<file path="config.mk">
export PLATFORM = sky130hd
export DESIGN_NAME = timer16_compare_capture_top
export DESIGN_NICKNAME = d
export VERILOG_FILES = /design/src/rtl/core/t16cc_pkg.sv /design/src/rtl/core/t16cc_core.sv /design/src/rtl/core/t16cc_out_stage.sv /design/src/rtl/core/timer16_compare_capture_top.sv
export SDC_FILE = /design/constraint.sdc
export NUM_CORES = 1
export LEC_CHECK = 0
export ABC_AREA = 1
export BUFFER_PORTS_ARGS = -buffer_cell sky130_fd_sc_hd__clkbuf_2
export CORE_MARGIN = 8
export CORE_UTILIZATION = 50
export DETAILED_ROUTE_END_ITERATION = 8
export MAX_ROUTING_LAYER = met4
export PLACE_DENSITY_LB_ADDON = 0.3
export SYNTH_ARGS = -nofsm -noshare
export SYNTH_HDL_FRONTEND = slang
export SYNTH_SLANG_ARGS = --single-unit
</file>
<file path="constraint.sdc">
create_clock -name clk -period 3.5 [get_ports clk]
set_input_delay 0.175 -clock clk [delete_from_list [all_inputs] [get_ports clk]]
set_output_delay 0.175 -clock clk [all_outputs]
set_load 0.01 [all_outputs]
</file>
<file path="src/rtl/core/t16cc_pkg.sv">
// Shared types, register addresses and helper functions of the 16-bit timer.
`default_nettype none

package t16cc_pkg;

  typedef enum logic [1:0] {
    REQ_TICK  = 2'd0,
    REQ_WRITE = 2'd1,
    REQ_READ  = 2'd2,
    REQ_ACK   = 2'd3
  } req_t;

  localparam logic [7:0] ADDR_CTRL_A  = 8'h80;
  localparam logic [7:0] ADDR_CTRL_B  = 8'h81;
  localparam logic [7:0] ADDR_CTRL_C  = 8'h82;
  localparam logic [7:0] ADDR_CNT_L   = 8'h84;
  localparam logic [7:0] ADDR_CNT_H   = 8'h85;
  localparam logic [7:0] ADDR_CAP_L   = 8'h86;
  localparam logic [7:0] ADDR_CAP_H   = 8'h87;
  localparam logic [7:0] ADDR_CMPA_L  = 8'h88;
  localparam logic [7:0] ADDR_CMPA_H  = 8'h89;
  localparam logic [7:0] ADDR_CMPB_L  = 8'h8A;
  localparam logic [7:0] ADDR_CMPB_H  = 8'h8B;
  localparam logic [7:0] ADDR_FLAGS   = 8'h36;
  localparam logic [7:0] ADDR_MASK    = 8'h6F;

  localparam logic [7:0] CTRL_A_MASK  = 8'hF3;
  localparam logic [7:0] CTRL_B_MASK  = 8'hDF;

  localparam logic [3:0] MODE_NORMAL  = 4'd0;
  localparam logic [3:0] MODE_CTC     = 4'd4;

  localparam logic [7:0] FLAG_OVF     = 8'h01;
  localparam logic [7:0] FLAG_CMPA    = 8'h02;
  localparam logic [7:0] FLAG_CAP     = 8'h20;

  localparam int unsigned PRESCALE_W  = 11;
  localparam logic [PRESCALE_W-1:0] PRESCALE_MAX = 11'd1024;

  typedef struct packed {
    logic [1:0] ack_source;
    logic [7:0] wdata;
    logic [7:0] addr;
    req_t       req_type;
  } item_t;

  typedef struct packed {
    logic [3:0] irq;
    logic [7:0] rdata;
  } result_t;

  function automatic logic [7:0] line_bit(input logic [1:0] line);
    case (line)
      2'd0:    line_bit = 8'h01;
      2'd1:    line_bit = 8'h02;
      2'd2:    line_bit = 8'h04;
      default: line_bit = 8'h20;
    endcase
  endfunction

  function automatic logic [3:0] refresh_lines(input logic [3:0] pend,
                                               input logic [7:0] flags,
                                               input logic [7:0] mask);
    logic [3:0] res;
    res = pend;
    for (int i = 0; i < 4; i++) begin
      if ((mask & line_bit(2'(i))) != 8'h00) begin
        res[i] = ((flags & line_bit(2'(i))) != 8'h00);
      end
    end
    return res;
  endfunction

  function automatic logic [PRESCALE_W-1:0] divider(input logic [2:0] cs);
    case (cs)
      3'd1:    divider = 11'd1;
      3'd2:    divider = 11'd8;
      3'd3:    divider = 11'd64;
      3'd4:    divider = 11'd256;
      3'd5:    divider = 11'd1024;
      default: divider = 11'd0;
    endcase
  endfunction

endpackage

`default_nettype wire

</file>
<file path="src/rtl/core/t16cc_core.sv">
// Timer state registers and the combinational update for one word.
`default_nettype none

module t16cc_core (
  input  wire logic             clk,
  input  wire logic             rst_n,
  input  wire logic             fire,
  input  wire t16cc_pkg::item_t item,
  output t16cc_pkg::result_t    result
);

  logic [15:0] count_r, count_nxt;
  logic [15:0] cmpa_r, cmpa_nxt;
  logic [15:0] cmpb_r, cmpb_nxt;
  logic [15:0] cap_r, cap_nxt;
  logic [7:0]  temp_r, temp_nxt;
  logic [7:0]  ctrl_a_r, ctrl_a_nxt;
  logic [7:0]  ctrl_b_r, ctrl_b_nxt;
  logic [7:0]  ctrl_c_r, ctrl_c_nxt;
  logic [7:0]  flag_r, flag_nxt;
  logic [7:0]  mask_r, mask_nxt;
  logic [t16cc_pkg::PRESCALE_W-1:0] presc_r, presc_nxt;
  logic [3:0]  pend_r, pend_nxt;

  logic [t16cc_pkg::PRESCALE_W-1:0] div;
  logic [t16cc_pkg::PRESCALE_W-1:0] presc_dec;
  logic [3:0]  mode;
  logic [15:0] inc;
  logic [7:0]  newflags;
  logic        ctc_clr;
  logic [7:0]  rdata;

  assign div       = t16cc_pkg::divider(ctrl_b_r[2:0]);
  assign presc_dec = (presc_r != '0) ? presc_r - 1'b1 : presc_r;
  assign mode      = {ctrl_b_r[4:3], ctrl_a_r[1:0]};
  assign inc       = count_r + 16'd1;

  always_comb begin
    newflags = 8'h00;
    ctc_clr  = 1'b0;
    if (inc == 16'd0) begin
      newflags = t16cc_pkg::FLAG_OVF;
    end else if (mode == t16cc_pkg::MODE_CTC) begin
      if (inc == cmpa_r) begin
        newflags = newflags | t16cc_pkg::FLAG_CMPA;
        ctc_clr  = 1'b1;
      end
      if (inc == cap_r) begin
        newflags = newflags | t16cc_pkg::FLAG_CAP;
        ctc_clr  = 1'b1;
      end
    end
    if (mode != t16cc_pkg::MODE_NORMAL && mode != t16cc_pkg::MODE_CTC) begin
      newflags = 8'h00;
    end
  end

  always_comb begin
    case (item.addr)
      t16cc_pkg::ADDR_CTRL_A: rdata = ctrl_a_r;
      t16cc_pkg::ADDR_CTRL_B: rdata = ctrl_b_r;
      t16cc_pkg::ADDR_CTRL_C: rdata = ctrl_c_r;
      t16cc_pkg::ADDR_CNT_L:  rdata = count_r[7:0];
      t16cc_pkg::ADDR_CNT_H:  rdata = count_r[15:8];
      t16cc_pkg::ADDR_CAP_L:  rdata = cap_r[7:0];
      t16cc_pkg::ADDR_CAP_H:  rdata = cap_r[15:8];
      t16cc_pkg::ADDR_CMPA_L: rdata = cmpa_r[7:0];
      t16cc_pkg::ADDR_CMPA_H: rdata = cmpa_r[15:8];
      t16cc_pkg::ADDR_CMPB_L: rdata = cmpb_r[7:0];
      t16cc_pkg::ADDR_CMPB_H: rdata = cmpb_r[15:8];
      t16cc_pkg::ADDR_FLAGS:  rdata = flag_r;
      t16cc_pkg::ADDR_MASK:   rdata = mask_r;
      default:                rdata = 8'h00;
    endcase
  end

  always_comb begin
    count_nxt  = count_r;
    cmpa_nxt   = cmpa_r;
    cmpb_nxt   = cmpb_r;
    cap_nxt    = cap_r;
    temp_nxt   = temp_r;
    ctrl_a_nxt = ctrl_a_r;
    ctrl_b_nxt = ctrl_b_r;
    ctrl_c_nxt = ctrl_c_r;
    flag_nxt   = flag_r;
    mask_nxt   = mask_r;
    presc_nxt  = presc_r;
    pend_nxt   = pend_r;
    if (fire) begin
      case (item.req_type)
        t16cc_pkg::REQ_TICK: begin
          if (div != '0) begin
            if (presc_dec != '0) begin
              presc_nxt = presc_dec;
            end else begin
              presc_nxt = div;
              if (mode == t16cc_pkg::MODE_NORMAL || mode == t16cc_pkg::MODE_CTC) begin
                count_nxt = ctc_clr ? 16'd0 : inc;
              end
              if (newflags != 8'h00) begin
                flag_nxt = flag_r | newflags;
                pend_nxt = t16cc_pkg::refresh_lines(pend_r, flag_r | newflags, mask_r);
              end
            end
          end
        end
        t16cc_pkg::REQ_WRITE: begin
          case (item.addr)
            t16cc_pkg::ADDR_CTRL_A: ctrl_a_nxt = item.wdata & t16cc_pkg::CTRL_A_MASK;
            t16cc_pkg::ADDR_CTRL_B: ctrl_b_nxt = item.wdata & t16cc_pkg::CTRL_B_MASK;
            t16cc_pkg::ADDR_CTRL_C: ctrl_c_nxt = item.wdata;
            t16cc_pkg::ADDR_CNT_L:  count_nxt  = {temp_r, item.wdata};
            t16cc_pkg::ADDR_CAP_L:  cap_nxt    = {temp_r, item.wdata};
            t16cc_pkg::ADDR_CMPA_L: cmpa_nxt   = {temp_r, item.wdata};
            t16cc_pkg::ADDR_CMPB_L: cmpb_nxt   = {temp_r, item.wdata};
            t16cc_pkg::ADDR_CNT_H,
            t16cc_pkg::ADDR_CAP_H,
            t16cc_pkg::ADDR_CMPA_H,
            t16cc_pkg::ADDR_CMPB_H: temp_nxt   = item.wdata;
            t16cc_pkg::ADDR_FLAGS: begin
              flag_nxt = item.wdata;
              pend_nxt = t16cc_pkg::refresh_lines(pend_r, item.wdata, mask_r);
            end
            t16cc_pkg::ADDR_MASK: begin
              mask_nxt = item.wdata;
              pend_nxt = t16cc_pkg::refresh_lines(pend_r, flag_r, item.wdata);
            end
            default: ;
          endcase
        end
        t16cc_pkg::REQ_ACK: begin
          flag_nxt = flag_r & ~t16cc_pkg::line_bit(item.ack_source);
          pend_nxt = pend_r & ~(4'd1 << item.ack_source);
        end
        default: ;
      endcase
    end
  end

  assign result.rdata = (item.req_type == t16cc_pkg::REQ_READ) ? rdata : 8'h00;
  assign result.irq   = pend_nxt;

  always_ff @(posedge clk) begin
    if (!rst_n) begin
      count_r  <= '0;
      cmpa_r   <= '0;
      cmpb_r   <= '0;
      cap_r    <= '0;
      temp_r   <= '0;
      ctrl_a_r <= '0;
      ctrl_b_r <= '0;
      ctrl_c_r <= '0;
      flag_r   <= '0;
      mask_r   <= '0;
      presc_r  <= '0;
      pend_r   <= '0;
    end else begin
      count_r  <= count_nxt;
      cmpa_r   <= cmpa_nxt;
      cmpb_r   <= cmpb_nxt;
      cap_r    <= cap_nxt;
      temp_r   <= temp_nxt;
      ctrl_a_r <= ctrl_a_nxt;
      ctrl_b_r <= ctrl_b_nxt;
      ctrl_c_r <= ctrl_c_nxt;
      flag_r   <= flag_nxt;
      mask_r   <= mask_nxt;
      presc_r  <= presc_nxt;
      pend_r   <= pend_nxt;
    end
  end

`ifndef ASSERT_OFF
  a_presc_range: assert property (@(posedge clk) disable iff (!rst_n)
    presc_r <= t16cc_pkg::PRESCALE_MAX)
    else $error("prescaler holds more than the largest division");

  a_idle_hold: assert property (@(posedge clk) disable iff (!rst_n)
    !fire |=> $stable(count_r) && $stable(flag_r) && $stable(pend_r))
    else $error("timer state moved without a word");

  a_read_hold: assert property (@(posedge clk) disable iff (!rst_n)
    fire && item.req_type == t16cc_pkg::REQ_READ |=>
      $stable(count_r) && $stable(flag_r) && $stable(presc_r))
    else $error("a read changed the timer state");

  a_ack_clears: assert property (@(posedge clk) disable iff (!rst_n)
    fire && item.req_type == t16cc_pkg::REQ_ACK |=>
      pend_r[$past(item.ack_source)] == 1'b0)
    else $error("acknowledged line still pending");
`endif

endmodule

`default_nettype wire

</file>
<file path="src/rtl/core/t16cc_out_stage.sv">
// Result register that holds one finished word until the consumer takes it.
`default_nettype none

module t16cc_out_stage (
  input  wire logic               clk,
  input  wire logic               rst_n,
  input  wire logic               load,
  input  wire t16cc_pkg::result_t result,
  output logic                    can_load,
  output logic                    out_tvalid,
  input  wire logic               out_tready,
  output logic [15:0]             out_tdata
);

  logic               valid_r, valid_nxt;
  t16cc_pkg::result_t data_r;

  assign can_load  = !valid_r || out_tready;
  assign valid_nxt = load ? 1'b1 : (out_tready ? 1'b0 : valid_r);

  always_ff @(posedge clk) begin
    if (!rst_n) begin
      valid_r <= 1'b0;
    end else begin
      valid_r <= valid_nxt;
    end
  end

  always_ff @(posedge clk) begin
    if (load) begin
      data_r <= result;
    end
  end

  assign out_tvalid = valid_r;
  assign out_tdata  = {4'd0, data_r.irq, data_r.rdata};

endmodule

`default_nettype wire

</file>
<file path="src/rtl/core/timer16_compare_capture_top.sv">
// Top level of the 16-bit timer with compare and capture registers.
// The block takes one word in every cycle while the consumer takes results, and returns
// exactly one result word for each, held first in the input register and then in the result
// register. The whole update of the timer state for a word is combinational logic in the
// core, so a word may follow every cycle and the rate is one word per cycle for as long as
// the consumer takes results. Reads return the register byte before the word takes effect;
// the four interrupt lines show the pending state after it.
`default_nettype none

module timer16_compare_capture_top (
  input  wire logic        clk,
  input  wire logic        rst_n,
  input  wire logic        in_tvalid,
  output logic             in_tready,
  input  wire logic [23:0] in_tdata,   // addr[7:0], wdata[15:8], ack_source[17:16], zero fill
  input  wire logic [1:0]  in_tuser,   // req_type[1:0]
  output logic             out_tvalid,
  input  wire logic        out_tready,
  output logic [15:0]      out_tdata   // rdata[7:0], irq_overflow[8], irq_compare_a[9],
                                       // irq_compare_b[10], irq_capture[11], zero fill
);

  logic               s1_valid_r, s1_valid_nxt;
  t16cc_pkg::item_t   s1_item_r;
  t16cc_pkg::result_t result;
  logic               can_load;
  logic               fire;
  logic               in_fire;

  assign fire      = s1_valid_r && can_load;
  assign in_tready = !s1_valid_r || can_load;
  assign in_fire   = in_tvalid && in_tready;

  assign s1_valid_nxt = in_fire ? 1'b1 : (fire ? 1'b0 : s1_valid_r);

  always_ff @(posedge clk) begin
    if (!rst_n) begin
      s1_valid_r <= 1'b0;
    end else begin
      s1_valid_r <= s1_valid_nxt;
    end
  end

  always_ff @(posedge clk) begin
    if (in_fire) begin
      s1_item_r.req_type   <= t16cc_pkg::req_t'(in_tuser);
      s1_item_r.addr       <= in_tdata[7:0];
      s1_item_r.wdata      <= in_tdata[15:8];
      s1_item_r.ack_source <= in_tdata[17:16];
    end
  end

  t16cc_core u_core (
    .clk    (clk),
    .rst_n  (rst_n),
    .fire   (fire),
    .item   (s1_item_r),
    .result (result)
  );

  t16cc_out_stage u_out (
    .clk        (clk),
    .rst_n      (rst_n),
    .load       (fire),
    .result     (result),
    .can_load   (can_load),
    .out_tvalid (out_tvalid),
    .out_tready (out_tready),
    .out_tdata  (out_tdata)
  );

endmodule

`default_nettype wire

</file>
== Word-level counts from Yosys, hierarchy flattened ==
Cells that the tools add are included.

* Register bits: 158
* Latch bits: 0
* Bits in writable memories: 0
* Bits in read-only memories: 0
* Input bits: 30
* Output and inout bits: 18
* Logic and storage cells: 291
* Memories kept: 0

* Add/subtract/negate cells: 2
* Multipliers: 0
* Divide/modulo/power cells: 0
* Magnitude comparators: 0
* Eq/ne operators: 33
* Shifts and indexed selects: 1
* Multiplexer cells: 149
* Bitwise gates (word level): 29
* Reductions and logical operators: 57

{| class="wikitable"
|+ Operators with widths
! kind !! count
|-
| $mux 8 || 109
|-
| $and 8x8->8 || 25
|-
| $reduce_bool 8->1 || 25
|-
| $pmux 8 s13 || 1
|-
| $eq 8x8->1 const B || 11
|-
| $mux 16 || 5
|-
| $pmux 11 s5 || 1
|-
| $reduce_bool 11->1 || 3
|-
| $eq 16x16->1 || 2
|-
| $pmux 16 s2 || 1
|-
| $reduce_and 3->1 || 9
|-
| $pmux 8 s3 || 1
|-
| $mux 11 || 2
|-
| $mux 1 || 20
|-
| $pmux 6 s3 || 1
|-
| $add 16x1->16 const B || 1
|-
| $logic_not 16->1 || 1
|-
| $mux 4 || 4
|-
| $pmux 4 s3 || 1
|-
| $reduce_and 6->1 || 2
|-
| $sub 11x1->11 const B || 1
|-
| $eq 8x6->1 const B || 1
|-
| $eq 8x7->1 const B || 1
|-
| $not 8->8 || 1
|-
| other kinds (25) || 42
|}

== Depth between registers and ports, before layout ==
* Word-level depth: 29
* Mapped depth: 21
* Depth with buffers taken out: 21

== By module ==
A second synthesis with hierarchy kept.

* Cell total of the unflattened synthesis: 1286
* Area total of the unflattened synthesis: 8722.1 um2

{| class="wikitable"
|+ By module, submodules not included
! module !! instances !! cells an instance !! area an instance (um2) !! seq. area each (um2)
|-
| t16cc_core || 1 || 1234 || 7622.3 || 2482.4
|-
| timer16_compare_capture_top || 1 || 29 || 659.4 || 620.6
|-
| t16cc_out_stage || 1 || 23 || 440.4 || 380.4
|}

== Least setup slack after synthesis ==
OpenSTA, ideal clock, no wires.

* Kind: reg2reg
* Start point: register u_core.count_r[0]
* End point: register u_out.data_r, in the netlist u_out.out_tdata[8] (data pin)
* Library setup time: 0.251 ns
* Arrival time: 2.131 ns
* Required time: 3.249 ns
* Setup slack: 1.118 ns
* Cell stages (with the launch flop): 19
* Buffers on the path: 0
* Period minus slack after synthesis: 2.382 ns
* Path through: dfxtp_1 -> ha_1 -> nand3_1 -> nor2_2 -> nand2_1 -> nand2_1 -> nand2_1 -> nor2_1 -> nand3_1 -> nor2_2 -> nor2_1 -> nand2_1 -> nand3_4 -> nand3_1 -> nand2_1 -> nand3_1 -> nand2_1 -> nand2_1 -> inv_1

{| class="wikitable"
|+ RTL lines
! what !! line !! text
|-
| from (decl) || t16cc_core.sv:12 || <nowiki>logic [15:0] count_r, count_nxt;</nowiki>
|-
| from (signal assigned) || t16cc_core.sv:159 || <nowiki>count_r <= count_nxt;</nowiki>
|-
| to (signal assigned) || t16cc_out_stage.sv:31 || <nowiki>data_r <= result;</nowiki>
|-
| to (decl) || t16cc_out_stage.sv:16 || <nowiki>t16cc_pkg::result_t data_r;</nowiki>
|}

==> impl_metrics.py <==
metrics = {
    "synthesis": {
        "fraction_of_the_yosys_area_taken_by_sequential_cells_pct": 41.0,
        "synth_compound_gate_area_share_pct": 21.6,
        "synth_simple_gate_area_share_pct": 26.5,
        "synth_fa_ha_area_share_pct": 0.294,
        "post_synthesis_mean_instance_area_um2": 7.01,
        "post_synth_instance_area_um2": 8500,
        "netlist_instances": 1212,
        "combinational_family_with_the_most_area_after_synthesis": "simple AND/OR/NAND/NOR gates",
        "yosysUniqueCellTypes": 45,
        "synth_warnings": 0,
        "ys_ff_latch": 158,
        "synthMuxAreaShare_pct": 0,
        "yosys.area_share.xor_xnor_pct": 0.721,
    },
    "clock_tree": {
        "clock_path_buffers": 2,
        "root_buffer": "sky130_fd_sc_hd__clkbuf_16",
        "cts_resized": 0,
        "cts_tree": "done",
        "clk_latency_ps": 440,
        "cts_buffers": 17,
        "post_cts_setup_buffer_count": 0,
        "clk_pin_slew_ps": 70,
        "cts_sinks": 158,
        "h-tree-depth": 4,
    },
    "worst_setup_path": {
        "cp_class": "register to register",
        "cp.required_ps": 3690,
        "r2r_slack_ps": 460,
        "worstSetupEndpointType": "register",
        "cell_count_of_the_worst_reg_to_reg_path": 18,
        "crit_path_max_fanout": 9,
        "critical_path.reg2reg.startpoint": "u_core.count_r[1]",
        "cpPeakStageDelay_ps": 410,
        "start_kind": "register",
        "path_common_cell": "sky130_fd_sc_hd__nand2_1",
        "critical_path.cell_chain": "ha_1, nand2_2, nor2_4, nand3_1, nand2_1, nand2_1, nor2_1, nand3_1, nor2_2, nor2_1, nand2_1, nand3_4, nand3_1, nand2_1, nand3_1, nand2_1, nand2_1, inv_1",
        "crit_path_top_delay_cell": "sky130_fd_sc_hd__dfxtp_1",
        "timing.rr.end": "u_out.out_tdata[11]",
        "worst-endpoint-arrival_ps": 3240,
    },
    "cells_and_area": {
        "nNetsFinal": 1302,
        "utilization_pct": 58.9,
        "layout_cell_share_with_drive_strength_beyond_1_pct": 10.4,
        "flow.area_growth_from_synthesis_pct": 14.9,
        "layout.cells.most_common_list": "242 x sky130_fd_sc_hd__nand2_1, 169 x sky130_fd_sc_hd__inv_1, 126 x sky130_fd_sc_hd__o21ai_0, 126 x sky130_fd_sc_hd__dfxtp_1, 119 x sky130_fd_sc_hd__a21oi_1",
        "layout.cells.most_common": "sky130_fd_sc_hd__nand2_1",
        "n_antenna_cell": 0,
    },
    "global_route": {
        "number_of_global_route_vias_before_repair": 7809,
        "grt_start_max_net_pins": 50,
        "grt_overflow": 0,
        "global_route.usage.total_pct": 25.5,
        "grt_first_pass_wirelength_mm": 42.0,
        "antenna_found_initial": 0,
    },
    "power_and_ir_drop": {
        "power.share.sequential_pct": 46.7,
        "p_int_mw": 3.02,
        "power.density_nw_per_um2": 424,
        "comb_power_share_pct": 6.9,
        "psw_mw": 1.12,
        "clockPowerShare_pct": 46.4,
        "peakVddDrop_uv": 399,
        "power.leakage_nw": 4.14,
        "power.share.switching_pct": 27.0,
    },
    "drt": {
        "dr_wl_met2_mm": 11.5,
        "met3_wirelength_mm": 2.60,
        "routed_wl_mm": 26.5,
        "ant_nets": 0,
        "top_layer_used": "met4",
        "drt_iter0_markers": 1065,
        "met1Wirelength_mm": 11.6,
        "route.detailed.wl_per_inst_um": 17.7,
        "detail_route.drc_violations": 0,
        "route.detailed.vias_per_inst": 5.71,
        "vias": 8586,
        "drt-pass1-iter-count": 6,
    },
    "timing": {
        "timing_worst_slew_pin_value_ps": 1040,
        "max_freq_ghz": 0.329,
        "final_min_period_over_clock_period_pct": 86.9,
        "final_critical_delay_including_setup_and_external_delays_ps": 3040,
        "setup-violations-final": 0,
        "finalHoldViolCount": 0,
        "maxSlewHeadroom_pct": 30.4,
        "sum_of_negative_setup_slack_ps": 0,
        "fin_skew_ps": 11.6,
        "finalMaxSlewViolations": 0,
        "grt_setup_unrepaired": "false",
    },
    "min_path": {
        "worst_hold_startpoint": "out_tready",
        "timing.hold.worst_endpoint": "u_out.out_tvalid",
        "hold_class": "input pin to register",
        "hold_path_depth": 4,
    },
    "placed_design": {
        "finalWeightedCongestion": 1.00,
        "port_buffer_cells": 37,
        "place.detailed.hpwl_mm": 19.4,
    },
    "floorplan": {
        "ioPinCount": 48,
        "die_width_um": 146,
        "num_rows": 47,
        "floorplan.die_area_um2": 21400,
        "core-area_um2": 16600,
        "initial_utilization_pct": 51.2,
        "die_height_um": 146,
    },
    "status": {
        "run_status": "complete, no violations",
    },
    "flow_run": {
        "max-cap-violations": 0,
    },
}
[how the worst max path moves through the flow]
| stage | startpoint | slack (ps) | cells past startpoint | endpoint |
|---|---|---|---|---|
| 2_1_floorplan | u_core.count_r[0] | 1120 | 18 | u_out.out_tdata[8] |
| 3_3_place_gp | u_core.count_r[1] | 610 | 18 | u_out.out_tdata[11] |
| 3_5_place_dp | u_core.count_r[1] | 560 | 18 | u_out.out_tdata[11] |
| 4_1_cts | u_core.count_r[1] | 540 | 18 | u_out.out_tdata[11] |
| 5_1_grt | u_core.count_r[1] | 270 | 18 | u_out.out_tdata[9] |
| 6_report | u_core.count_r[1] | 460 | 18 | u_out.out_tdata[11] |
[cells by family after synthesis]
kind of cell,count (synthesis)
simple gates,498
compound gates,331
buf+inv,215
flops,158
xor+xnor,7
fa+ha+maj,2
other cells,1
[state kept, by name, summed over array words and instances, names as in the netlist]
name,count
s1_item_r,20
s1_valid_r,1
u_core.cap_r,16
u_core.cmpa_r,16
u_core.cmpb_r,16
u_core.count_r,16
u_core.ctrl_a_r,6
u_core.ctrl_b_r,7
u_core.ctrl_c_r,8
u_core.flag_r,8
u_core.mask_r,8
u_core.pend_r,4
u_core.presc_r,11
u_core.temp_r,8
u_out.out_tdata,12
u_out.out_tvalid,1
[Yosys cell counts (all sizes together)]
cell | number | share of area (%)
xor2 | 7 | 0.72
nor4 | 1 | 0.074
a32o | 2 | 0.24
o31ai | 1 | 0.088
a311oi | 1 | 0.10
o2111ai | 2 | 0.21
a221oi | 15 | 1.5
a22oi | 1 | 0.088
a32oi | 1 | 0.10
edfxtp | 32 | 11
nand4 | 21 | 1.9
inv | 173 | 7.6
nand2 | 260 | 12
nand3 | 80 | 5.0
nor3 | 8 | 0.53
ha | 2 | 0.29
a31oi | 11 | 0.81
o21a | 1 | 0.088
nand3b | 5 | 0.44
o22ai | 27 | 2.0
o211ai | 5 | 0.44
a21boi | 1 | 0.088
a21oi | 119 | 7.0
a41oi | 3 | 0.31
o21ai | 140 | 8.4
and3 | 2 | 0.15
nor2 | 121 | 6.2
dfxtp | 126 | 30
conb | 1 | 0.044
a2111oi | 1 | 0.10
buf | 16 | 1.1
clkbuf | 26 | 1.1
[metrics by stage]
step           instances  total power, mW  hold slack, ps  cell area, um^2  setup slack (ps)
2_1_floorplan       1215             2.14             274             8510              1120
3_3_place_gp        1450             2.23             351             8930               607
3_5_place_dp        1450             2.24             354             8930               558
4_1_cts             1503             4.15            16.0             9760               540
5_1_grt             1503             4.27            52.6             9760               268
6_report            1503             4.14            24.3             9760               457
[power groups by stage]
stage	logic (mW)	registers, mW	clock network (mW)
floorplan	0.183	1.96	0
global placement	0.258	1.97	0
detailed placement	0.262	1.97	0
CTS	0.282	1.93	1.93
global route	0.320	1.94	2.02
finish	0.288	1.93	1.92
[repair_timing]
action | in CTS | in global routing
endpoints found under the setup margin | 0 | 0
hold endpoints to repair | 21 | 0
hold buffers | 21 | 0
[cell type report]
cell class | count | area [um^2]
clock buffer | 17 | 425
multi-input combinational | 842 | 4190
timing repair buffer | 78 | 546
fill | 1551 | 6820
inverter | 173 | 649
sequential | 158 | 3480
clock inverter | 15 | 194
tap | 220 | 275
[layer usage]
metal  vias to the layer above  global-route usage [%]
li1                       4193                       -
met1                      3902                    33.0
met2                       420                    37.1
met3                        71                    6.15
met4                         0                    11.3
met5                         -                       -
[critical path, delay by kind of cell, from the launching register on]
kind,cells,cell delay [ps]
buffers and inverters,1,50
adder cells (fa/ha/maj),1,270
flip-flops,1,410
AND/OR/NAND/NOR,16,2060
(Power assumes the default switching activity.)
